$ cat src/rtl/core/assert_macros.svh
// Assertion macros shared by the RTL of the reflection filter.
// Depends on nothing; included by the files that carry assertions.
`ifndef ASSERT_MACROS_SVH
`define ASSERT_MACROS_SVH

// Consequent must hold in the same cycle as the antecedent.
`define ESRF_ASSERT_NOW(label, clk, rst_n, ante, cons) \
  label: assert property (@(posedge clk) disable iff (!rst_n) (ante) |-> (cons)) \
    else $error("assertion failed");

// Consequent must hold in the cycle after the antecedent.
`define ESRF_ASSERT_NEXT(label, clk, rst_n, ante, cons) \
  label: assert property (@(posedge clk) disable iff (!rst_n) (ante) |=> (cons)) \
    else $error("assertion failed");

`endif

$ cat src/rtl/core/esrf_pkg.sv
// Package of the reflection filter: widths, register codes, shared types and helpers.
// Depends on nothing; used by every module of the filter.
`default_nettype none

package esrf_pkg;

  localparam int INDEX_BITS = 10;
  localparam int FRAC_BITS  = 16;

  localparam int ENTRY_W   = FRAC_BITS + 2;
  localparam int BASIS_W   = 3 * ENTRY_W;
  localparam int PROD_W    = ENTRY_W + INDEX_BITS;
  localparam int PNT_W     = PROD_W + 2;
  localparam int COORD_W   = 32;
  localparam int EXT_W     = (PNT_W > COORD_W) ? PNT_W : COORD_W;
  localparam int OFF_W     = EXT_W + 1;
  localparam int SQ_W      = 2 * OFF_W;
  localparam int SUM_W     = SQ_W + 2;
  localparam int SHORT_W   = 31;
  localparam int BOUND_W   = 64;
  localparam int CFG_W     = 64;
  localparam int CFG_IDX_W = 3;
  localparam int LATENCY   = 6;

  localparam logic [CFG_IDX_W-1:0] CFG_BASIS_A   = 3'd0;
  localparam logic [CFG_IDX_W-1:0] CFG_BASIS_B   = 3'd1;
  localparam logic [CFG_IDX_W-1:0] CFG_BASIS_C   = 3'd2;
  localparam logic [CFG_IDX_W-1:0] CFG_X_LIMITS  = 3'd3;
  localparam logic [CFG_IDX_W-1:0] CFG_YZ_LONG   = 3'd4;
  localparam logic [CFG_IDX_W-1:0] CFG_SHORT_R   = 3'd5;
  localparam logic [CFG_IDX_W-1:0] CFG_LONG_SQ   = 3'd6;
  localparam logic [CFG_IDX_W-1:0] CFG_SHORT_SQ  = 3'd7;

  typedef struct packed {
    logic [BASIS_W-1:0]        basis_a;
    logic [BASIS_W-1:0]        basis_b;
    logic [BASIS_W-1:0]        basis_c;
    logic signed [COORD_W-1:0] max_x_pos;
    logic signed [COORD_W-1:0] max_x;
    logic signed [COORD_W-1:0] max_yz;
    logic signed [COORD_W-1:0] long_r;
    logic [SHORT_W-1:0]        short_r;
    logic [BOUND_W-1:0]        long_sq;
    logic [BOUND_W-1:0]        short_sq;
  } cfg_t;

  typedef struct packed {
    logic signed [PNT_W-1:0] x;
    logic signed [PNT_W-1:0] y;
    logic signed [PNT_W-1:0] z;
  } pnt_t;

  typedef struct packed {
    pnt_t            pnt;
    logic            box_ok;
    logic            nonzero;
    logic [SQ_W-1:0] sq_y;
    logic [SQ_W-1:0] sq_z;
    logic [SQ_W-1:0] sq_xl;
    logic [SQ_W-1:0] sq_xs;
    logic [SQ_W-1:0] sq_lim;
  } sq_t;

  function automatic logic signed [ENTRY_W-1:0] entry_of(input logic [BASIS_W-1:0] col,
                                                         input int sel);
    return $signed(col[sel*ENTRY_W +: ENTRY_W]);
  endfunction

  function automatic logic [OFF_W-1:0] mag_of(input logic signed [OFF_W-1:0] v);
    return v[OFF_W-1] ? $unsigned(-v) : $unsigned(v);
  endfunction

  function automatic logic signed [COORD_W-1:0] to_coord(input logic signed [PNT_W-1:0] v);
    logic signed [EXT_W-1:0] e;
    e = EXT_W'(v);
    return $signed(e[COORD_W-1:0]);
  endfunction

endpackage

`default_nettype wire

$ cat src/rtl/core/esrf_project.sv
// Projection stages: nine basis products, then the three coordinate sums.
// Depends on esrf_pkg.
`default_nettype none

module esrf_project (
  input  wire logic                                   clk,
  input  wire logic                                   rst_n,
  input  wire logic                                   in_vld,
  input  wire logic signed [esrf_pkg::INDEX_BITS-1:0] idx_h,
  input  wire logic signed [esrf_pkg::INDEX_BITS-1:0] idx_k,
  input  wire logic signed [esrf_pkg::INDEX_BITS-1:0] idx_l,
  input  wire esrf_pkg::cfg_t                         cfg,
  output logic                                        pnt_vld,
  output esrf_pkg::pnt_t                              pnt
);

  logic signed [esrf_pkg::PROD_W-1:0] prod_r   [3][3];
  logic signed [esrf_pkg::PROD_W-1:0] prod_nxt [3][3];
  logic signed [esrf_pkg::PNT_W-1:0]  sum_nxt  [3];
  logic                               vld1_r;
  logic                               vld2_r;
  esrf_pkg::pnt_t                     pnt_r;

  always_comb begin
    for (int i = 0; i < 3; i++) begin
      prod_nxt[i][0] = esrf_pkg::PROD_W'(esrf_pkg::entry_of(cfg.basis_a, i))
                     * esrf_pkg::PROD_W'(idx_h);
      prod_nxt[i][1] = esrf_pkg::PROD_W'(esrf_pkg::entry_of(cfg.basis_b, i))
                     * esrf_pkg::PROD_W'(idx_k);
      prod_nxt[i][2] = esrf_pkg::PROD_W'(esrf_pkg::entry_of(cfg.basis_c, i))
                     * esrf_pkg::PROD_W'(idx_l);
      sum_nxt[i] = esrf_pkg::PNT_W'(prod_r[i][0]) + esrf_pkg::PNT_W'(prod_r[i][1])
                 + esrf_pkg::PNT_W'(prod_r[i][2]);
    end
  end

  always_ff @(posedge clk) begin
    if (!rst_n) begin
      vld1_r <= 1'b0;
      vld2_r <= 1'b0;
    end else begin
      vld1_r <= in_vld;
      vld2_r <= vld1_r;
    end
  end

  always_ff @(posedge clk) begin
    prod_r  <= prod_nxt;
    pnt_r.x <= sum_nxt[0];
    pnt_r.y <= sum_nxt[1];
    pnt_r.z <= sum_nxt[2];
  end

  assign pnt_vld = vld2_r;
  assign pnt     = pnt_r;

endmodule

`default_nettype wire

$ cat config.mk
export PLATFORM = sky130hd
export DESIGN_NAME = esrf_project
export DESIGN_NICKNAME = d
export VERILOG_FILES = /design/src/rtl/core/assert_macros.svh /design/src/rtl/core/esrf_pkg.sv /design/src/rtl/core/esrf_project.sv
export SDC_FILE = /design/constraint.sdc
export NUM_CORES = 2
export LEC_CHECK = 0
export ABC_CLOCK_PERIOD_IN_PS = 11600
export BUFFER_PORTS_ARGS = -buffer_cell sky130_fd_sc_hd__buf_2
export CAP_MARGIN = 20
export CELL_PAD_IN_SITES_DETAIL_PLACEMENT = 0
export CELL_PAD_IN_SITES_GLOBAL_PLACEMENT = 1
export CORE_ASPECT_RATIO = 0.6
export CORE_MARGIN = 5
export CORE_UTILIZATION = 45
export CTS_CLUSTER_DIAMETER = 40
export DETAILED_ROUTE_END_ITERATION = 16
export HOLD_SLACK_MARGIN = 0.08
export PLACE_DENSITY_LB_ADDON = 0.1
export SYNTH_ARGS = -nofsm -noshare
export SYNTH_HDL_FRONTEND = slang
export SYNTH_SLANG_ARGS = --single-unit
export TNS_END_PERCENT = 1
$ cat constraint.sdc
create_clock -name clk -period 11.6 [get_ports clk]
set_clock_uncertainty 0.15 [all_clocks]
set_input_delay 2.32 -clock clk [delete_from_list [all_inputs] [get_ports clk]]
set_output_delay 2.32 -clock clk [all_outputs]
set_load 0.02 [all_outputs]
==> results.sh <==
export IMPL_finalWorstPathRequiredPeriod_ns=9.11
export IMPL_pin_count_of_the_biggest_net_entering_global_routing=55
export IMPL_maximum_level_of_the_cts_h_tree=2
export IMPL_synth_nets=10500
export IMPL_worst_hold_path_type="flip-flop to flip-flop"
export IMPL_floorplan_die_height_um=318
export IMPL_finalSetupViolCount=0
export IMPL_crit_arrival_ns=9.47
export IMPL_post_cts_resized=0
export IMPL_syn_area_mm2=0.0709
export IMPL_syn_area_per_cell_um2=8.97
export IMPL_grt_pass1_wl_um=312000
export IMPL_run_status="complete, no violations"
export IMPL_groute_usage_overall_pct=24.2
export IMPL_critPathLaunch="idx_l[3]"
export IMPL_hp_start="vld1_r$_SDFF_PN0_"
export IMPL_synth_instances=7909
export IMPL_unique_masters_post_synth=69
export IMPL_first_global_vias=53000
export IMPL_post_synth_and_or_nand_nor_area_fraction_pct=14.3
export IMPL_clk_transition_reported_paths_ns=0.07
export IMPL_numClockSinks=344
export IMPL_regToRegSetupSlack_ns=7.47
export IMPL_max_clock_path_buffers=3
export IMPL_slew_violations=0
export IMPL_place_hpwl_um=164000
export IMPL_setup_worst_path_class="input pin to flip-flop"
export IMPL_area_delta_synth_final_pct=7.05
export IMPL_wire_per_inst_um=19.3
export IMPL_antenna_violating_nets_post_route=0
export IMPL_async_reset_ff_share_pct=0
export IMPL_main_combinational_cell_family_by_area_after_synthesis="adder cells"
export IMPL_rr_startpoint="prod_r[196]$_DFF_P_"
export IMPL_synth_edf_count=0
export IMPL_clk_root_buffer_cell="sky130_fd_sc_hd__clkbuf_16"
export IMPL_sort_of_element_at_the_end_of_the_critical_path="flip-flop"
export IMPL_fmax_mhz=110
export IMPL_count_of_endpoints_failing_hold_in_the_final_timing_report=0
export IMPL_synthFlopType="sky130_fd_sc_hd__dfxtp_1"
export IMPL_post_cts_buffers=0
export IMPL_nets=10600
export IMPL_chipWidth_um=523
export IMPL_compound_gate_fraction_of_synth_area_pct=6.50
export IMPL_route_final_wire_length_um=196000
export IMPL_cts_buffers=51
export IMPL_grt_antenna_before_repair=37
export IMPL_core_region_area_mm2=0.156
export IMPL_tritoncts="done"
export IMPL_dieArea_mm2=0.166
export IMPL_place_gp_congestion=0.897
export IMPL_synth_adder_area_share_pct=53.6
export IMPL_cp_data_required_time_ns=11.96
export IMPL_final_period_utilization_pct=78.5
export IMPL_setup_tns_final_ns=0
export IMPL_worst_slew_margin_rel_pct=12.0
export IMPL_worstMarginPinSlew_ns=1.31
export IMPL_vias_per_cell=5.01
export IMPL_r2r_worst_path_cells=15
export IMPL_critical_path_startpoint_type="input pin"
export IMPL_share_of_final_layout_standard_cells_stronger_than_drive_strength_1_pct=5.52
export IMPL_critical_path_max_fanout=39
export IMPL_total_of_hold_buffers_inserted_after_clock_tree_synthesis=0
export IMPL_rows=112
export IMPL_ioPinCount=573
export IMPL_via_count=50900
export IMPL_overflow=0
export IMPL_rsz0062_at_grt="no"
export IMPL_synthMuxAreaShare_pct=0.0441
export IMPL_max_cap_viol_count=0
export IMPL_drt_pre_antenna_iters=6
export IMPL_yosys_area_share_xor_xnor_pct=4.01
export IMPL_drt_first_iter_violations=3270
export IMPL_clk_insertion_delay_late_ns=0.63
export IMPL_ys_warnings_count=0
export IMPL_synth_seq_area_share_pct=9.71
export IMPL_port_buffer_count=285
export IMPL_initial_core_utilization_pct=45.4
export IMPL_drc_errors=0
export IMPL_hold_path_depth=1
export IMPL_ys_ff_latch=344
[flip-flops by register name (all words and copies together) (netlist names)]
register,count
pnt,90
prod_r,252
vld1_r,1
pnt_vld,1
[kinds of logic (layout without fill, tap and decap cells)]
kind of cell,after synthesis,in the layout
flops,344,344
buf+inv,2234,2318
compound gates,716,716
simple gates,2136,2136
xor+xnor,325,325
other cells,0,42
fa+ha+maj,2151,2151
mux,3,3
[critical path: stages]
cell and delay, ns:
sky130_fd_sc_hd__buf_2 0.76, sky130_fd_sc_hd__nand2_1 0.15, sky130_fd_sc_hd__fa_1 0.55, sky130_fd_sc_hd__inv_1 0.07, sky130_fd_sc_hd__fa_1 0.50, sky130_fd_sc_hd__inv_1 0.06
sky130_fd_sc_hd__fa_1 0.55, sky130_fd_sc_hd__inv_1 0.05, sky130_fd_sc_hd__fa_1 0.49, sky130_fd_sc_hd__inv_1 0.06, sky130_fd_sc_hd__fa_1 0.49, sky130_fd_sc_hd__inv_1 0.06
sky130_fd_sc_hd__ha_1 0.36, sky130_fd_sc_hd__a21oi_1 0.22, sky130_fd_sc_hd__nand2_1 0.07, sky130_fd_sc_hd__a31oi_1 0.33, sky130_fd_sc_hd__o221ai_1 0.25, sky130_fd_sc_hd__o31ai_1 0.64
sky130_fd_sc_hd__a311oi_1 0.39, sky130_fd_sc_hd__o31ai_1 0.75, sky130_fd_sc_hd__nand4b_1 0.19, sky130_fd_sc_hd__o311ai_0 0.16
[cells in the final DEF (no fill, tap or decap), types with 109 or more instances in the layout]
cell type / instances
sky130_fd_sc_hd__inv_1: 1894
sky130_fd_sc_hd__fa_1: 1482
sky130_fd_sc_hd__nand2_1: 987
sky130_fd_sc_hd__ha_1: 669
sky130_fd_sc_hd__and2_1: 577
sky130_fd_sc_hd__dfxtp_1: 344
sky130_fd_sc_hd__buf_2: 285
sky130_fd_sc_hd__nor2_1: 271
sky130_fd_sc_hd__xnor2_1: 261
sky130_fd_sc_hd__a21oi_1: 220
sky130_fd_sc_hd__o21ai_0: 130
sky130_fd_sc_hd__a21o_1: 109
[path summary, 6_finish.rpt]
check / end
setup reg to reg: pnt[89]$_DFF_P_
hold reg to reg: pnt_vld$_SDFF_PN0_
setup / recovery: prod_r[195]$_DFF_P_
hold / removal: pnt_vld$_SDFF_PN0_
[per-layer routing]
metal / up-vias / track usage [%] / wire (um)
met1: 25600 / 37.6 / 97100
li1: 23600 / - / -
met3: 194 / 5.45 / 15000
met4: 8 / 5.97 / 5150
met5: - / 0.978 / 57
met2: 1433 / 33.7 / 78600
[metrics by stage]
step	hold slack [ns]	util, %	std cells	cell area (um2)	worst slack [ns]
after floorplan	0.262	-	7909	70900	3.65
after global placement	0.270	47.4	10000	74000	2.31
after detailed placement	0.270	47.4	10000	74000	2.19
after CTS	0.292	48.6	10100	75800	2.79
after global routing	0.310	48.6	10100	75900	2.32
final	0.291	48.6	10100	75900	2.49
[layout make-up]
type	count	area [um2]
fillers	15300	80200
multi-input cells	5331	55700
inverters	1897	7120
flip-flops and latches	344	6890
well taps	2109	2640
repair buffers	327	1750
clock buffers	64	1410
clock inverters	30	372
diodes	42	105
[Yosys cell counts (6+ instances only)]
cell type	count	area (um2)
sky130_fd_sc_hd__inv_1	1894	7110
sky130_fd_sc_hd__fa_1	1482	29700
sky130_fd_sc_hd__nand2_1	987	3700
sky130_fd_sc_hd__ha_1	669	8370
sky130_fd_sc_hd__and2_1	577	3610
sky130_fd_sc_hd__dfxtp_1	344	6890
sky130_fd_sc_hd__clkbuf_1	287	1080
sky130_fd_sc_hd__nor2_1	271	1020
sky130_fd_sc_hd__xnor2_1	261	2290
sky130_fd_sc_hd__a21oi_1	220	1100
sky130_fd_sc_hd__o21ai_0	130	651
sky130_fd_sc_hd__a21o_1	109	818
sky130_fd_sc_hd__nand2b_1	64	400
sky130_fd_sc_hd__xor2_1	64	561
sky130_fd_sc_hd__nand3_1	59	295
sky130_fd_sc_hd__buf_1	50	188
sky130_fd_sc_hd__nor3_1	47	235
sky130_fd_sc_hd__o21a_1	43	323
sky130_fd_sc_hd__nor2b_1	34	213
sky130_fd_sc_hd__a211oi_1	28	210
sky130_fd_sc_hd__o21bai_1	27	203
sky130_fd_sc_hd__a31oi_1	26	163
sky130_fd_sc_hd__and3_1	25	156
sky130_fd_sc_hd__o31ai_1	16	120
sky130_fd_sc_hd__o211ai_1	15	113
sky130_fd_sc_hd__nand4_1	14	87.6
sky130_fd_sc_hd__or3_1	13	81.3
sky130_fd_sc_hd__a211o_1	11	96.3
sky130_fd_sc_hd__or2_2	11	68.8
sky130_fd_sc_hd__a2111oi_0	9	78.8
sky130_fd_sc_hd__nand3b_1	9	67.6
sky130_fd_sc_hd__o31a_1	8	70.1
sky130_fd_sc_hd__a311oi_1	7	61.3
sky130_fd_sc_hd__a21boi_0	6	45.0
sky130_fd_sc_hd__a31o_2	6	52.6
sky130_fd_sc_hd__nor3b_1	6	45.0
sky130_fd_sc_hd__nor4_1	6	37.5
sky130_fd_sc_hd__o2111ai_1	6	52.6
Power is not shown: default switching activity piles up to over one toggle a cycle in this logic, so the estimate is an artifact.
