===== config.mk =====
export PLATFORM = sky130hd
export DESIGN_NAME = esrf_judge
export DESIGN_NICKNAME = d
export VERILOG_FILES = /design/src/rtl/core/assert_macros.svh /design/src/rtl/core/esrf_pkg.sv /design/src/rtl/core/esrf_judge.sv
export SDC_FILE = /design/constraint.sdc
export NUM_CORES = 1
export LEC_CHECK = 0
export ABC_AREA = 1
export BUFFER_PORTS_ARGS = -buffer_cell sky130_fd_sc_hd__buf_2
export CORE_AREA = 10 10 374 376
export DETAILED_ROUTE_END_ITERATION = 16
export DIE_AREA = 0 0 384 386
export PLACE_DENSITY = 0.47
export SYNTH_ARGS = -nofsm -noshare
export SYNTH_HDL_FRONTEND = slang
export SYNTH_SLANG_ARGS = --single-unit

===== constraint.sdc =====
create_clock -name clk -period 10.2 [get_ports clk]
set_clock_uncertainty 0.05 [all_clocks]
set_input_delay 2.04 -clock clk [delete_from_list [all_inputs] [get_ports clk]]
set_output_delay 2.04 -clock clk [all_outputs]
set_load 0.1 [all_outputs]

===== src/rtl/core/assert_macros.svh =====
// Assertion macros shared by the RTL of the reflection filter.
// Depends on nothing; included by the files that carry assertions.
`ifndef ASSERT_MACROS_SVH
`define ASSERT_MACROS_SVH

// Consequent must hold in the same cycle as the antecedent.
`define ESRF_ASSERT_NOW(label, clk, rst_n, ante, cons) \
  label: assert property (@(posedge clk) disable iff (!rst_n) (ante) |-> (cons)) \
    else $error("assertion failed");

// Consequent must hold in the cycle after the antecedent.
`define ESRF_ASSERT_NEXT(label, clk, rst_n, ante, cons) \
  label: assert property (@(posedge clk) disable iff (!rst_n) (ante) |=> (cons)) \
    else $error("assertion failed");

`endif


===== src/rtl/core/esrf_pkg.sv =====
// Package of the reflection filter: widths, register codes, shared types and helpers.
// Depends on nothing; used by every module of the filter.
`default_nettype none

package esrf_pkg;

  localparam int INDEX_BITS = 10;
  localparam int FRAC_BITS  = 16;

  localparam int ENTRY_W   = FRAC_BITS + 2;
  localparam int BASIS_W   = 3 * ENTRY_W;
  localparam int PROD_W    = ENTRY_W + INDEX_BITS;
  localparam int PNT_W     = PROD_W + 2;
  localparam int COORD_W   = 32;
  localparam int EXT_W     = (PNT_W > COORD_W) ? PNT_W : COORD_W;
  localparam int OFF_W     = EXT_W + 1;
  localparam int SQ_W      = 2 * OFF_W;
  localparam int SUM_W     = SQ_W + 2;
  localparam int SHORT_W   = 31;
  localparam int BOUND_W   = 64;
  localparam int CFG_W     = 64;
  localparam int CFG_IDX_W = 3;
  localparam int LATENCY   = 6;

  localparam logic [CFG_IDX_W-1:0] CFG_BASIS_A   = 3'd0;
  localparam logic [CFG_IDX_W-1:0] CFG_BASIS_B   = 3'd1;
  localparam logic [CFG_IDX_W-1:0] CFG_BASIS_C   = 3'd2;
  localparam logic [CFG_IDX_W-1:0] CFG_X_LIMITS  = 3'd3;
  localparam logic [CFG_IDX_W-1:0] CFG_YZ_LONG   = 3'd4;
  localparam logic [CFG_IDX_W-1:0] CFG_SHORT_R   = 3'd5;
  localparam logic [CFG_IDX_W-1:0] CFG_LONG_SQ   = 3'd6;
  localparam logic [CFG_IDX_W-1:0] CFG_SHORT_SQ  = 3'd7;

  typedef struct packed {
    logic [BASIS_W-1:0]        basis_a;
    logic [BASIS_W-1:0]        basis_b;
    logic [BASIS_W-1:0]        basis_c;
    logic signed [COORD_W-1:0] max_x_pos;
    logic signed [COORD_W-1:0] max_x;
    logic signed [COORD_W-1:0] max_yz;
    logic signed [COORD_W-1:0] long_r;
    logic [SHORT_W-1:0]        short_r;
    logic [BOUND_W-1:0]        long_sq;
    logic [BOUND_W-1:0]        short_sq;
  } cfg_t;

  typedef struct packed {
    logic signed [PNT_W-1:0] x;
    logic signed [PNT_W-1:0] y;
    logic signed [PNT_W-1:0] z;
  } pnt_t;

  typedef struct packed {
    pnt_t            pnt;
    logic            box_ok;
    logic            nonzero;
    logic [SQ_W-1:0] sq_y;
    logic [SQ_W-1:0] sq_z;
    logic [SQ_W-1:0] sq_xl;
    logic [SQ_W-1:0] sq_xs;
    logic [SQ_W-1:0] sq_lim;
  } sq_t;

  function automatic logic signed [ENTRY_W-1:0] entry_of(input logic [BASIS_W-1:0] col,
                                                         input int sel);
    return $signed(col[sel*ENTRY_W +: ENTRY_W]);
  endfunction

  function automatic logic [OFF_W-1:0] mag_of(input logic signed [OFF_W-1:0] v);
    return v[OFF_W-1] ? $unsigned(-v) : $unsigned(v);
  endfunction

  function automatic logic signed [COORD_W-1:0] to_coord(input logic signed [PNT_W-1:0] v);
    logic signed [EXT_W-1:0] e;
    e = EXT_W'(v);
    return $signed(e[COORD_W-1:0]);
  endfunction

endpackage

`default_nettype wire


===== src/rtl/core/esrf_judge.sv =====
// Lateral sum and sphere shell stages, ending in the result registers.
// Depends on esrf_pkg.
`default_nettype none

module esrf_judge (
  input  wire logic                                 clk,
  input  wire logic                                 rst_n,
  input  wire logic                                 sq_vld,
  input  wire esrf_pkg::sq_t                        sq,
  input  wire esrf_pkg::cfg_t                       cfg,
  output logic                                      res_vld,
  output logic                                      res_accepted,
  output logic signed [esrf_pkg::COORD_W-1:0]       res_x,
  output logic signed [esrf_pkg::COORD_W-1:0]       res_y,
  output logic signed [esrf_pkg::COORD_W-1:0]       res_z
);

  logic [esrf_pkg::SUM_W-1:0]  tail_nxt;
  logic [esrf_pkg::SUM_W-1:0]  long_sum;
  logic [esrf_pkg::SUM_W-1:0]  short_sum;
  logic                        vld5_r;
  logic                        vld6_r;
  logic [esrf_pkg::SUM_W-1:0]  tail5_r;
  logic                        inner5_r;
  logic                        nz5_r;
  logic [esrf_pkg::SQ_W-1:0]   sq_xl5_r;
  logic [esrf_pkg::SQ_W-1:0]   sq_xs5_r;
  esrf_pkg::pnt_t              pnt5_r;
  logic                        acc6_r;
  logic signed [esrf_pkg::COORD_W-1:0] x6_r;
  logic signed [esrf_pkg::COORD_W-1:0] y6_r;
  logic signed [esrf_pkg::COORD_W-1:0] z6_r;

  always_comb begin
    tail_nxt  = esrf_pkg::SUM_W'(sq.sq_y) + esrf_pkg::SUM_W'(sq.sq_z);
    long_sum  = esrf_pkg::SUM_W'(sq_xl5_r) + tail5_r;
    short_sum = esrf_pkg::SUM_W'(sq_xs5_r) + tail5_r;
  end

  always_ff @(posedge clk) begin
    if (!rst_n) begin
      vld5_r <= 1'b0;
      vld6_r <= 1'b0;
    end else begin
      vld5_r <= sq_vld;
      vld6_r <= vld5_r;
    end
  end

  always_ff @(posedge clk) begin
    tail5_r  <= tail_nxt;
    inner5_r <= sq.box_ok && (tail_nxt < esrf_pkg::SUM_W'(sq.sq_lim));
    nz5_r    <= sq.nonzero;
    sq_xl5_r <= sq.sq_xl;
    sq_xs5_r <= sq.sq_xs;
    pnt5_r   <= sq.pnt;
    acc6_r   <= inner5_r && nz5_r
             && (long_sum > esrf_pkg::SUM_W'(cfg.long_sq))
             && (short_sum < esrf_pkg::SUM_W'(cfg.short_sq));
    x6_r     <= esrf_pkg::to_coord(pnt5_r.x);
    y6_r     <= esrf_pkg::to_coord(pnt5_r.y);
    z6_r     <= esrf_pkg::to_coord(pnt5_r.z);
  end

  assign res_vld      = vld6_r;
  assign res_accepted = acc6_r;
  assign res_x        = x6_r;
  assign res_y        = y6_r;
  assign res_z        = z6_r;

endmodule

`default_nettype wire

==> results.txt, run 1 <==
----------------------------------------------------
[Place]
  GPL Wtd Cong ... 0.965
  Final HPWL DP ... 134 mm
  Placed instance count ... 6045
  Count of port buffers added during placement ... 650
  Worst setup slack before clock tree synthesis ... 3.55 ns

[Clock network]
  Clock-pin slew of the registers on the worst-case setup and hold paths ... 0.06 ns
  Num CTS Buffers ... 50
  Resize count post-CTS ... 0
  TritonCTS clock tree ... built
  CTS root buffer ... sky130_fd_sc_hd__clkbuf_16
  Buffers inserted by post-CTS timing repair ... 0
  Clk Latency, worst-skew pair ... 0.67 ns
  Hold buffer count at cts ... 0
  CTS HTree Levels ... 2
  Clock buffer depth ... 3
  Sink Count ... 384

[Floorplan]
  Vert. Die Dim ... 386 microns
  Area enclosed by the die boundary ... 148000 sq um
  Placement Rows ... 134
  Horiz. Die Dim ... 384 microns
  Initial core utilization ... 0.199
  Core region area ... 133000 sq um
  Io pins ... 972

[STA]
  Hold violation count in the final report ... 0
  Slew @ Worst Pin ... 1.05 ns
  Minimum clock period ... 6.03 ns
  RSZ-0062 raised after global routing ... false
  Highest attainable clock frequency ... 166 MHz
  Tcrit/Tclk final ... 0.591
  Final WS setup ... 4.17 ns
  Setup total negative slack ... 0 ns
  Final max-slew violation count ... 0
  Slew HR ... 0.296
  Total of endpoints with negative setup slack in the final report ... 0

[Worst setup path]
  Largest fanout on the critical path ... 4
  R2R setup slack ... 4.80 ns
  Logic depth of the worst register-to-register path ... 28
  Startpoint type of the worst setup path ... primary input
  CP endpoint kind ... flop
  Reg2Reg Launch Point ... tail5_r[0]
  Category of the critical setup timing path ... in2reg
  WP data arrival ... 6.57 ns
  Required arrival time at the worst endpoint ... 10.74 ns
  R2R Path End ... res_accepted
  Critical path origin ... sq[273]

[Detailed routing]
  Post-detailed-route count of antenna-violating nets ... 0
  Vias per cell ... 4.34
  Number of remaining DRC errors ... 0
  Detailed Route WL ... 148 mm
  Via count ... 26900
  Average detailed-routed wire length per instance ... 23.8 microns
  Number of violations reported at the end of detailed-routing iteration 0 ... 1407
  DR pass1 iterations ... 5

[Synthesis]
  Most used flip-flop cell after synthesis ... sky130_fd_sc_hd__dfxtp_1
  Number of enable-type register cells in the synthesized netlist ... 0
  Number of storage elements in the synthesis netlist ... 384
  Combinational family with the most area after synthesis ... simple AND/OR/NAND/NOR gates
  Post-synthesis async set-or-reset flop share ... 0
  Total standard cell area after synthesis ... 26400 sq um
  Top cell type's share of synthesized area ... 0.291
  Portion of netlist area occupied by mux cells ... 0
  Post-Syn Instances ... 3633
  Simple-Gate Fraction of Synth Area ... 0.223
  YS warnings ... 0
  Post-synth cell types ... 63
  Adder-cell share of the synthesized area ... 0.187
  Library cell with the largest summed area after synthesis ... sky130_fd_sc_hd__dfxtp_1
  Post-Synthesis Mean Instance Area ... 7.26 sq um
  Area fraction in compound gates after synthesis ... 0.158
  Sequential element share of the synthesized area ... 0.291
  Top post-synthesis cells by area ... sky130_fd_sc_hd__dfxtp_1 29%, sky130_fd_sc_hd__ha_1 18%, sky130_fd_sc_hd__nand2_1 10%, sky130_fd_sc_hd__inv_1 7.7%, sky130_fd_sc_hd__a21oi_1 7.2%
  Synthesized Nets ... 4900
  Xor and xnor area share after synthesis ... 0.0614

[Global routing]
  Number of global-route vias before repair ... 28600
  Antenna violations before repair ... 54
  Global-route wire length before repair ... 202 mm
  Total grt overflow ... 0
  GR Util All Layers ... 0.192
  Pin count of the biggest net entering global routing ... 17

[Pwr]
  Final total power ... 6.90 mW
  Power density relative to cell area ... 205 nW/um^2
  Highest ir drop seen on vdd ... 0.143 mV
  Leakage dissipation ... 16.5 nW

[Cells and area]
  Layout net count ... 5596
  Leading cell type in the layout, fill and taps excluded ... sky130_fd_sc_hd__nand2_1
  Final cell utilization of the core ... 0.254
  Sequential Area ... 7690 sq um
  Cell Count, Final, Fillers Out ... 6204
  Fraction of layout instances using a drive strength above 1 ... 0.199
  Total area of multi-input combinational cells ... 16600 sq um
  Filler cells ... 15100
  Area growth from synthesis to final layout ... 27.5%
  Most frequent cells in the layout ... 719 x sky130_fd_sc_hd__nand2_1, 650 x sky130_fd_sc_hd__buf_2, 539 x sky130_fd_sc_hd__inv_1

[Worst hold path]
  Kind of path behind the tightest hold check ... reg2reg
  Count of cells along the worst hold path ... 0
  Hold_sp ... pnt5_r[39]
  Endpoint, Worst Hold ... res_y[9]

[Run]
  Reported max-cap violation count ... 0

[Run status]
  Outcome ... finished, final reports clean

----------------------------------------------------
power breakdown:
part	switching [mW]	internal, mW	total, mW	leakage, nW
Sequential	0.159	1.63	1.79	3.24
Clock	0.778	1.03	1.80	0.794
Combinational	2.19	1.11	3.30	12.5
synthesized netlist by cell type (9+ instances only):
master,number
sky130_fd_sc_hd__a21o_1,17
sky130_fd_sc_hd__a21oi_1,379
sky130_fd_sc_hd__a21oi_2,22
sky130_fd_sc_hd__a31oi_1,28
sky130_fd_sc_hd__dfxtp_1,384
sky130_fd_sc_hd__ha_1,390
sky130_fd_sc_hd__inv_1,539
sky130_fd_sc_hd__inv_2,9
sky130_fd_sc_hd__nand2_1,719
sky130_fd_sc_hd__nand2_2,34
sky130_fd_sc_hd__nand3_1,91
sky130_fd_sc_hd__nand3_2,16
sky130_fd_sc_hd__nand4_1,41
sky130_fd_sc_hd__nor2_1,404
sky130_fd_sc_hd__nor2_2,24
sky130_fd_sc_hd__nor3_1,18
sky130_fd_sc_hd__nor4_1,15
sky130_fd_sc_hd__o21a_1,17
sky130_fd_sc_hd__o21ai_0,153
sky130_fd_sc_hd__o21ai_1,30
sky130_fd_sc_hd__o21bai_1,21
sky130_fd_sc_hd__xnor2_1,66
sky130_fd_sc_hd__xor2_1,117
worst max path at each step:
stage                     endpoint  slack, ns  depth (start not counted)
final                     inner5_r       4.17                         25
after global routing      inner5_r       3.90                         25
after CTS                 inner5_r       4.26                         25
after detailed placement  inner5_r       3.55                         25
after global placement    inner5_r       3.57                         25
after floorplan           inner5_r       5.19                         28
registers in the layout, summed over array words and instances (netlist names), 30 cells and up:
signal	cells
res_y	30
res_z	30
tail5_r	67
res_x	30
sq_xl5_r	66
pnt5_r	90
sq_xs5_r	66
worst max-delay path: stages:
cell and delay [ns]:
sky130_fd_sc_hd__buf_2 0.12, sky130_fd_sc_hd__ha_1 0.38, sky130_fd_sc_hd__nand2_1 0.13, sky130_fd_sc_hd__nor2_2 0.12, sky130_fd_sc_hd__nand4_1 0.25, sky130_fd_sc_hd__o211ai_2 0.45
sky130_fd_sc_hd__a21oi_2 0.15, sky130_fd_sc_hd__o21ai_0 0.24, sky130_fd_sc_hd__xor2_1 0.83, sky130_fd_sc_hd__ha_1 0.41, sky130_fd_sc_hd__a21oi_1 0.14, sky130_fd_sc_hd__o21ai_0 0.13
sky130_fd_sc_hd__nand2_1 0.09, sky130_fd_sc_hd__nand2_1 0.06, sky130_fd_sc_hd__a21oi_1 0.12, sky130_fd_sc_hd__nand2_1 0.20, sky130_fd_sc_hd__nand2_1 0.12, sky130_fd_sc_hd__nand2_1 0.07
sky130_fd_sc_hd__nand2_1 0.07, sky130_fd_sc_hd__nand2_1 0.06, sky130_fd_sc_hd__nand2_1 0.07, sky130_fd_sc_hd__nand2_1 0.05, sky130_fd_sc_hd__nand2_1 0.06, sky130_fd_sc_hd__nand2_1 0.04
sky130_fd_sc_hd__a21oi_1 0.12
cells by family (layout without fill, tap and decap cells):
kind of cell | after synthesis | in the layout
AO/OA/AOI/OAI | 730 | 730
XOR/XNOR | 184 | 184
adder cells (fa/ha/maj) | 393 | 393
buffers and inverters | 556 | 1288
flip-flops | 384 | 384
other | 0 | 71
AND/OR/NAND/NOR | 1386 | 1386
metal layers:
layer  GRT usage  part of all wire
met5           0            0.0017
met3      0.0494             0.067
met2       0.331              0.47
met1       0.220              0.41
met4      0.0886             0.052
metrics by stage:
stage	hold slack, ns	cell area, sq um
floorplan	0.260	26400
CTS	0.271	33500
global placement	0.260	31800
finish	0.275	33700
global route	0.278	33600
detailed placement	0.263	31800
layout make-up:
type | count | area share
multi-input cells | 2693 | 0.493
flip-flops and latches | 384 | 0.228
repair buffers | 650 | 0.0967
well taps | 1768 | 0.0657
inverters | 550 | 0.0613
clock buffers | 63 | 0.0401
clock inverters | 25 | 0.00952
diodes | 71 | 0.00528
(Power assumes the default switching activity.)
==> inputs of run 2 (changes only) <==
--- a/config.mk
+++ b/config.mk
@@ -10,7 +10,7 @@
 export CORE_AREA = 10 10 374 376
 export DETAILED_ROUTE_END_ITERATION = 16
 export DIE_AREA = 0 0 384 386
-export PLACE_DENSITY = 0.47
+export PLACE_DENSITY = 0.48
 export SYNTH_ARGS = -nofsm -noshare
 export SYNTH_HDL_FRONTEND = slang
 export SYNTH_SLANG_ARGS = --single-unit
==> constraint.sdc (replaced) <==
create_clock -name clk -period 5 [get_ports clk]
set_clock_uncertainty 0.05 [all_clocks]
set_input_delay 1 -clock clk [delete_from_list [all_inputs] [get_ports clk]]
set_output_delay 1 -clock clk [all_outputs]
set_load 0.1 [all_outputs]
==> run 2 against run 1 <==
Against the previous run: first-iteration DRC count down 6.8%; global-route usage down 0.098 points; critical path depth down 1; critical path type is now reg2reg; critical endpoint is now res_accepted.
==> results.txt, run 2 (synthesis results as in run 1) <==
----------------------------------------------------
[Cells and area]
  Layout net count ... 5730
  Cell Count, Final, Fillers Out ... 6343
  Finished Cell Area ... 34800 sq um
  Most frequent cells in the layout ... 719 x sky130_fd_sc_hd__nand2_1, 650 x sky130_fd_sc_hd__buf_2, 539 x sky130_fd_sc_hd__inv_1
  Reg with most FFs ... pnt5_r
  Biggest regs ... pnt5_r: 90 flops, tail5_r: 67 flops
  Area growth from synthesis to final layout ... 32.0%
  Leading cell type in the layout, fill and taps excluded ... sky130_fd_sc_hd__nand2_1
  Number of flip-flops under the largest register name ... 90
  Fraction of layout instances using a drive strength above 1 ... 0.226

[Worst hold path]
  Hold_sp ... pnt5_r[53]
  Kind of path behind the tightest hold check ... reg2reg

[Pwr]
  Proportion of power drawn by the clock network ... 0.272
  Highest ir drop seen on vdd ... 0.385 mV
  Seq pwr share ... 0.248
  Logic gate share of total power ... 0.480
  Int Power ... 8.12 mW
  Power density relative to cell area ... 419 nW/um^2
  Net switching fraction of the power ... 0.444
  Switching power total ... 6.49 mW
  Leakage dissipation ... 17.3 nW

[STA]
  Tcrit/Tclk final ... 0.950
  Setup total negative slack ... 0 ns
  Highest attainable clock frequency ... 211 MHz
  Total of endpoints with negative setup slack in the final report ... 0
  Slew @ Worst Pin ... 0.657 ns
  Minimum clock period ... 4.75 ns
  Slew HR ... 0.562
  Final max-slew violation count ... 0
  Smallest hold slack ... 0.275 ns
  Hold violation count in the final report ... 0
  Final WS setup ... 0.250 ns
  RSZ-0062 raised after global routing ... false

[Floorplan]
  Core region area ... 133000 sq um
  Initial core utilization ... 0.199
  Vert. Die Dim ... 386 microns
  Horiz. Die Dim ... 384 microns
  Io pins ... 972
  Area enclosed by the die boundary ... 148000 sq um
  Placement Rows ... 134

[Place]
  Count of port buffers added during placement ... 650
  Worst setup slack before clock tree synthesis ... 0.0965 ns
  Placed instance count ... 6178
  Final HPWL DP ... 134 mm
  Cell area reported after detailed placement ... 32800 sq um
  GPL Wtd Cong ... 0.976

[Detailed routing]
  Number of violations reported at the end of detailed-routing iteration 0 ... 1312
  Detailed Route WL ... 147 mm
  Average detailed-routed wire length per instance ... 23.2 microns
  DR pass1 iterations ... 5
  Post-detailed-route count of antenna-violating nets ... 0
  Number of remaining DRC errors ... 0
  Vias per cell ... 4.34
  Via count ... 27500

[Global routing]
  Global-route wire length before repair ... 202 mm
  Total grt overflow ... 0
  GR Util All Layers ... 0.191
  Pin count of the biggest net entering global routing ... 17
  Antenna violations before repair ... 81
  Number of global-route vias before repair ... 28700

[Worst setup path]
  Required arrival time at the worst endpoint ... 5.45 ns
  Largest fanout on the critical path ... 4
  Category of the critical setup timing path ... reg2reg
  Startpoint type of the worst setup path ... flop
  CP endpoint kind ... flop
  Cell with the largest stage delay on the worst path ... sky130_fd_sc_hd__dfxtp_2
  Critical path origin ... tail5_r[18]
  Delay of the slowest critical-path stage ... 0.38 ns
  Crit path cell chain ... ha_1 > nand2_1 > nor2_1 > nand2_1 > inv_1 > nand4_1 > nand4_2 > a21boi_2 > o21ai_2 > xor2_1 > ha_1 > a21oi_1 > o21ai_0 > nor2_1 > nand2_1 > nor2_1 > nand2_1 > nand2_1 > nand2_1 > nand2_1 > nand2_1 > a21oi_1 > nand4_1 > nor2_1
  Reg2Reg Launch Point ... tail5_r[18]
  WP data arrival ... 5.20 ns
  Most prevalent standard cell on the critical path ... sky130_fd_sc_hd__nand2_1

[Clock network]
  Clock buffer depth ... 3
  Clock-pin slew of the registers on the worst-case setup and hold paths ... 0.06 ns
  Clk Latency, worst-skew pair ... 0.66 ns
  Hold buffer count at cts ... 0
  Num CTS Buffers ... 51
  Sink Count ... 384
  CTS root buffer ... sky130_fd_sc_hd__clkbuf_16
  CTS HTree Levels ... 2
  TritonCTS clock tree ... built

[Run]
  Reported max-cap violation count ... 0

[Run status]
  Outcome ... finished, final reports clean

----------------------------------------------------
-- run 2: cell count changes in the layout (fill, tap and decap cells not counted), sizes merged --
cell | before | now
clkbuf | 63 | 58
clkinv | 14 | 22
buf | 650 | 783
bufinv | 3 | 6
clkinvlp | 6 | 4
inv | 552 | 554
-- run 2: critical path, delay by kind of cell (launching register included) --
family	cells	cell delay (ns)
buffers and inverters	1	0.09
XOR/XNOR	1	0.29
flip-flops	1	0.38
adder cells (fa/ha/maj)	2	0.67
AND/OR/NAND/NOR	15	2.20
AO/OA/AOI/OAI	5	0.89
-- run 2: power groups by stage --
stage / sequential [mW] / combinational (mW) / clock (mW)
floorplan: 3.77 / 4.29 / 0
global placement: 3.70 / 6.98 / 0
detailed placement: 3.69 / 7.04 / 0
CTS: 3.63 / 7.07 / 4.09
global route: 3.65 / 7.89 / 4.19
finish: 3.63 / 7.01 / 3.97
-- run 2: stage by stage --
step / power, mW / util
final: 14.6 / 0.263
after CTS: 14.8 / 0.261
after global placement: 10.7 / 0.247
after detailed placement: 10.7 / 0.247
after global routing: 15.7 / 0.262
after floorplan: 8.05 / -
-- run 2: final cells by class --
cell class | instances | area [sq um]
fill | 15000 | 97800
sequential | 384 | 7690
clock inverter | 36 | 469
tap | 1768 | 2210
clock buffer | 58 | 1350
multi-input combinational | 2693 | 16600
timing repair buffer | 783 | 4260
antenna | 71 | 178
inverter | 550 | 2060
-- run 2: layer usage --
| layer | vias to the layer above | share of wire | global-route usage | wire, microns |
|---|---|---|---|---|
| met5 | - | 0.0024 | 0 | 356 |
| met4 | 54 | 0.051 | 0.0819 | 7530 |
| met3 | 268 | 0.071 | 0.0543 | 10500 |
| met2 | 864 | 0.47 | 0.333 | 70000 |
| met1 | 12600 | 0.40 | 0.215 | 59100 |
| li1 | 13700 | - | - | - |
-- run 2: final timing paths --
check	to	slack, ns	depth (start not counted)
max reg2reg	res_accepted	0.25	24
max	res_accepted	0.25	24
min	res_y[23]	0.27	0
min reg2reg	res_y[23]	0.27	0
-- run 2: repair_timing --
action	CTS	global route
gates resized for setup	0	6
setup endpoints to repair	0	1
buffers inserted	0	0
==> inputs of run 3 (changes only) <==
--- a/config.mk
+++ b/config.mk
@@ -7,10 +7,11 @@
 export LEC_CHECK = 0
 export ABC_AREA = 1
 export BUFFER_PORTS_ARGS = -buffer_cell sky130_fd_sc_hd__buf_2
-export CORE_AREA = 10 10 374 376
+export CORE_AREA = 2 2 384 386
+export CTS_BUF_LIST = sky130_fd_sc_hd__clkbuf_8
 export DETAILED_ROUTE_END_ITERATION = 16
-export DIE_AREA = 0 0 384 386
-export PLACE_DENSITY = 0.48
+export DIE_AREA = 0 0 386 388
+export PLACE_DENSITY = 0.46
 export SYNTH_ARGS = -nofsm -noshare
 export SYNTH_HDL_FRONTEND = slang
 export SYNTH_SLANG_ARGS = --single-unit
==> run 3 against run 2 <==
Against the previous run: non-clock buffer count grew 149; sequential cell count stayed put; power rose by 1.9%; first-iteration DRC count grew 7.5%; sequential share of layout area fell by 0.82 points; cell area is 3.8% higher; final cell count is 5.5% higher; largest cell class unchanged.
==> results.txt, run 3 (synthesis results as in run 1) <==
----------------------------------------------------
[Run status]
  Outcome ... finished, final reports clean

[Floorplan]
  Initial core utilization ... 0.182
  Core region area ... 145000 sq um
  Area enclosed by the die boundary ... 150000 sq um
  Io pins ... 972
  Horiz. Die Dim ... 386 microns
  Vert. Die Dim ... 388 microns
  Placement Rows ... 140

[Pwr]
  Power density relative to cell area ... 411 nW/um^2
  Highest ir drop seen on vdd ... 0.282 mV
  Int Power ... 8.19 mW
  Leakage dissipation ... 18.1 nW
  Final total power ... 14.9 mW
  Proportion of power drawn by the clock network ... 0.258
  Net switching fraction of the power ... 0.450
  Switching power total ... 6.70 mW
  Seq pwr share ... 0.245
  Logic gate share of total power ... 0.497

[Cells and area]
  Reg with most FFs ... pnt5_r
  Area growth from synthesis to final layout ... 37.1%
  Cell Count, Final, Fillers Out ... 6692
  Layout net count ... 5906
  Fraction of layout instances using a drive strength above 1 ... 0.255
  Filler cells ... 16400
  Final cell utilization of the core ... 0.249
  Most frequent cells in the layout ... 719 x sky130_fd_sc_hd__nand2_1, 650 x sky130_fd_sc_hd__buf_2, 555 x sky130_fd_sc_hd__inv_1
  Biggest regs ... pnt5_r: 90 flops, tail5_r: 67 flops
  Finished Cell Area ... 36200 sq um
  Number of flip-flops under the largest register name ... 90
  Leading cell type in the layout, fill and taps excluded ... sky130_fd_sc_hd__nand2_1

[Place]
  Placed instance count ... 6476
  Cell area reported after detailed placement ... 34200 sq um
  Final HPWL DP ... 134 mm
  Count of port buffers added during placement ... 650
  Worst setup slack before clock tree synthesis ... -0.453 ns
  GPL Wtd Cong ... 0.973

[Detailed routing]
  Via count ... 28000
  Post-detailed-route count of antenna-violating nets ... 0
  Vias per cell ... 4.18
  Number of violations reported at the end of detailed-routing iteration 0 ... 1410
  Average detailed-routed wire length per instance ... 22.2 microns
  Number of remaining DRC errors ... 0
  Detailed Route WL ... 148 mm
  DR pass1 iterations ... 5

[Clock network]
  Num CTS Buffers ... 78
  Clock buffer depth ... 3
  CTS HTree Levels ... 3
  Hold buffer count at cts ... 0
  TritonCTS clock tree ... built
  CTS root buffer ... sky130_fd_sc_hd__clkbuf_8
  Clk Latency, worst-skew pair ... 0.81 ns
  Sink Count ... 384
  Clock-pin slew of the registers on the worst-case setup and hold paths ... 0.07 ns

[STA]
  Final max-slew violation count ... 0
  Highest attainable clock frequency ... 212 MHz
  Final WS setup ... 0.286 ns
  Smallest hold slack ... 0.231 ns
  Hold violation count in the final report ... 0
  Setup total negative slack ... 0 ns
  Minimum clock period ... 4.71 ns
  RSZ-0062 raised after global routing ... false
  Slew @ Worst Pin ... 0.930 ns
  Total of endpoints with negative setup slack in the final report ... 0
  Slew HR ... 0.378
  Tcrit/Tclk final ... 0.943

[Worst setup path]
  CP endpoint kind ... flop
  Delay of the slowest critical-path stage ... 0.76 ns
  Largest fanout on the critical path ... 3
  Number of buffers and inverters on the critical path ... 3
  Required arrival time at the worst endpoint ... 5.63 ns
  Cell with the largest stage delay on the worst path ... sky130_fd_sc_hd__xor2_1
  WP data arrival ... 5.35 ns
  Critical path origin ... sq[198]
  Reg2Reg Launch Point ... tail5_r[2]
  Crit path max-delay family ... compound AO/OA/AOI/OAI gates
  Category of the critical setup timing path ... in2reg
  Startpoint type of the worst setup path ... primary input
  Most prevalent standard cell on the critical path ... sky130_fd_sc_hd__nand2_1

[Global routing]
  GR Util All Layers ... 0.193
  Number of global-route vias before repair ... 29700
  Pin count of the biggest net entering global routing ... 17
  Total grt overflow ... 0
  Global-route wire length before repair ... 204 mm
  Antenna violations before repair ... 47

[Run]
  Reported max-cap violation count ... 0

[Worst hold path]
  Kind of path behind the tightest hold check ... in2reg
  Hold_sp ... sq[403]

----------------------------------------------------
-- run 3: repair_timing --
action / CTS / global route
setup buffers: 0 / 0
setup endpoints to repair: 0 / 1
gates resized for setup: 0 / 4
-- run 3: final timing paths --
path | to | slack, ns | cells after the start
worst max-delay path | inner5_r | 0.29 | 27
worst min register to register | res_z[12] | 0.27 | 0
worst min-delay path | pnt5_r[71] | 0.23 | 1
worst max register to register | res_accepted | 0.34 | 26
-- run 3: power groups by stage --
| stage | Sequential (mW) | Combinational (mW) | Clock, mW |
|---|---|---|---|
| after floorplan | 3.77 | 4.29 | 0 |
| after global placement | 3.71 | 7.38 | 0 |
| after detailed placement | 3.71 | 7.43 | 0 |
| after CTS | 3.65 | 7.47 | 3.99 |
| after global routing | 3.66 | 8.28 | 4.10 |
| final | 3.64 | 7.40 | 3.84 |
-- run 3: layout make-up --
type | count | area (sq um) | area share
flip-flops and latches | 384 | 7690 | 0.213
clock inverters | 51 | 576 | 0.0159
multi-input cells | 2693 | 16600 | 0.459
inverters | 550 | 2060 | 0.0571
clock buffers | 91 | 1250 | 0.0346
well taps | 1917 | 2400 | 0.0663
repair buffers | 932 | 5410 | 0.149
diodes | 74 | 185 | 0.00512
-- run 3: metal layers --
metal	part of all wire	track usage	up-vias	wire length, microns
li1	-	-	14100	-
met1	0.41	0.220	12800	60400
met2	0.48	0.336	858	71300
met3	0.065	0.0496	212	9590
met4	0.046	0.0887	34	6880
met5	0.0014	0	-	208
-- run 3: worst reg2reg max path, delay by kind of cell, from the launching register on --
family,cells,cell delay [ns]
compound gates,4,0.73
xor+xnor,1,0.19
fa+ha+maj,2,0.68
buf+inv,2,0.31
flops,1,0.46
simple gates,17,2.10
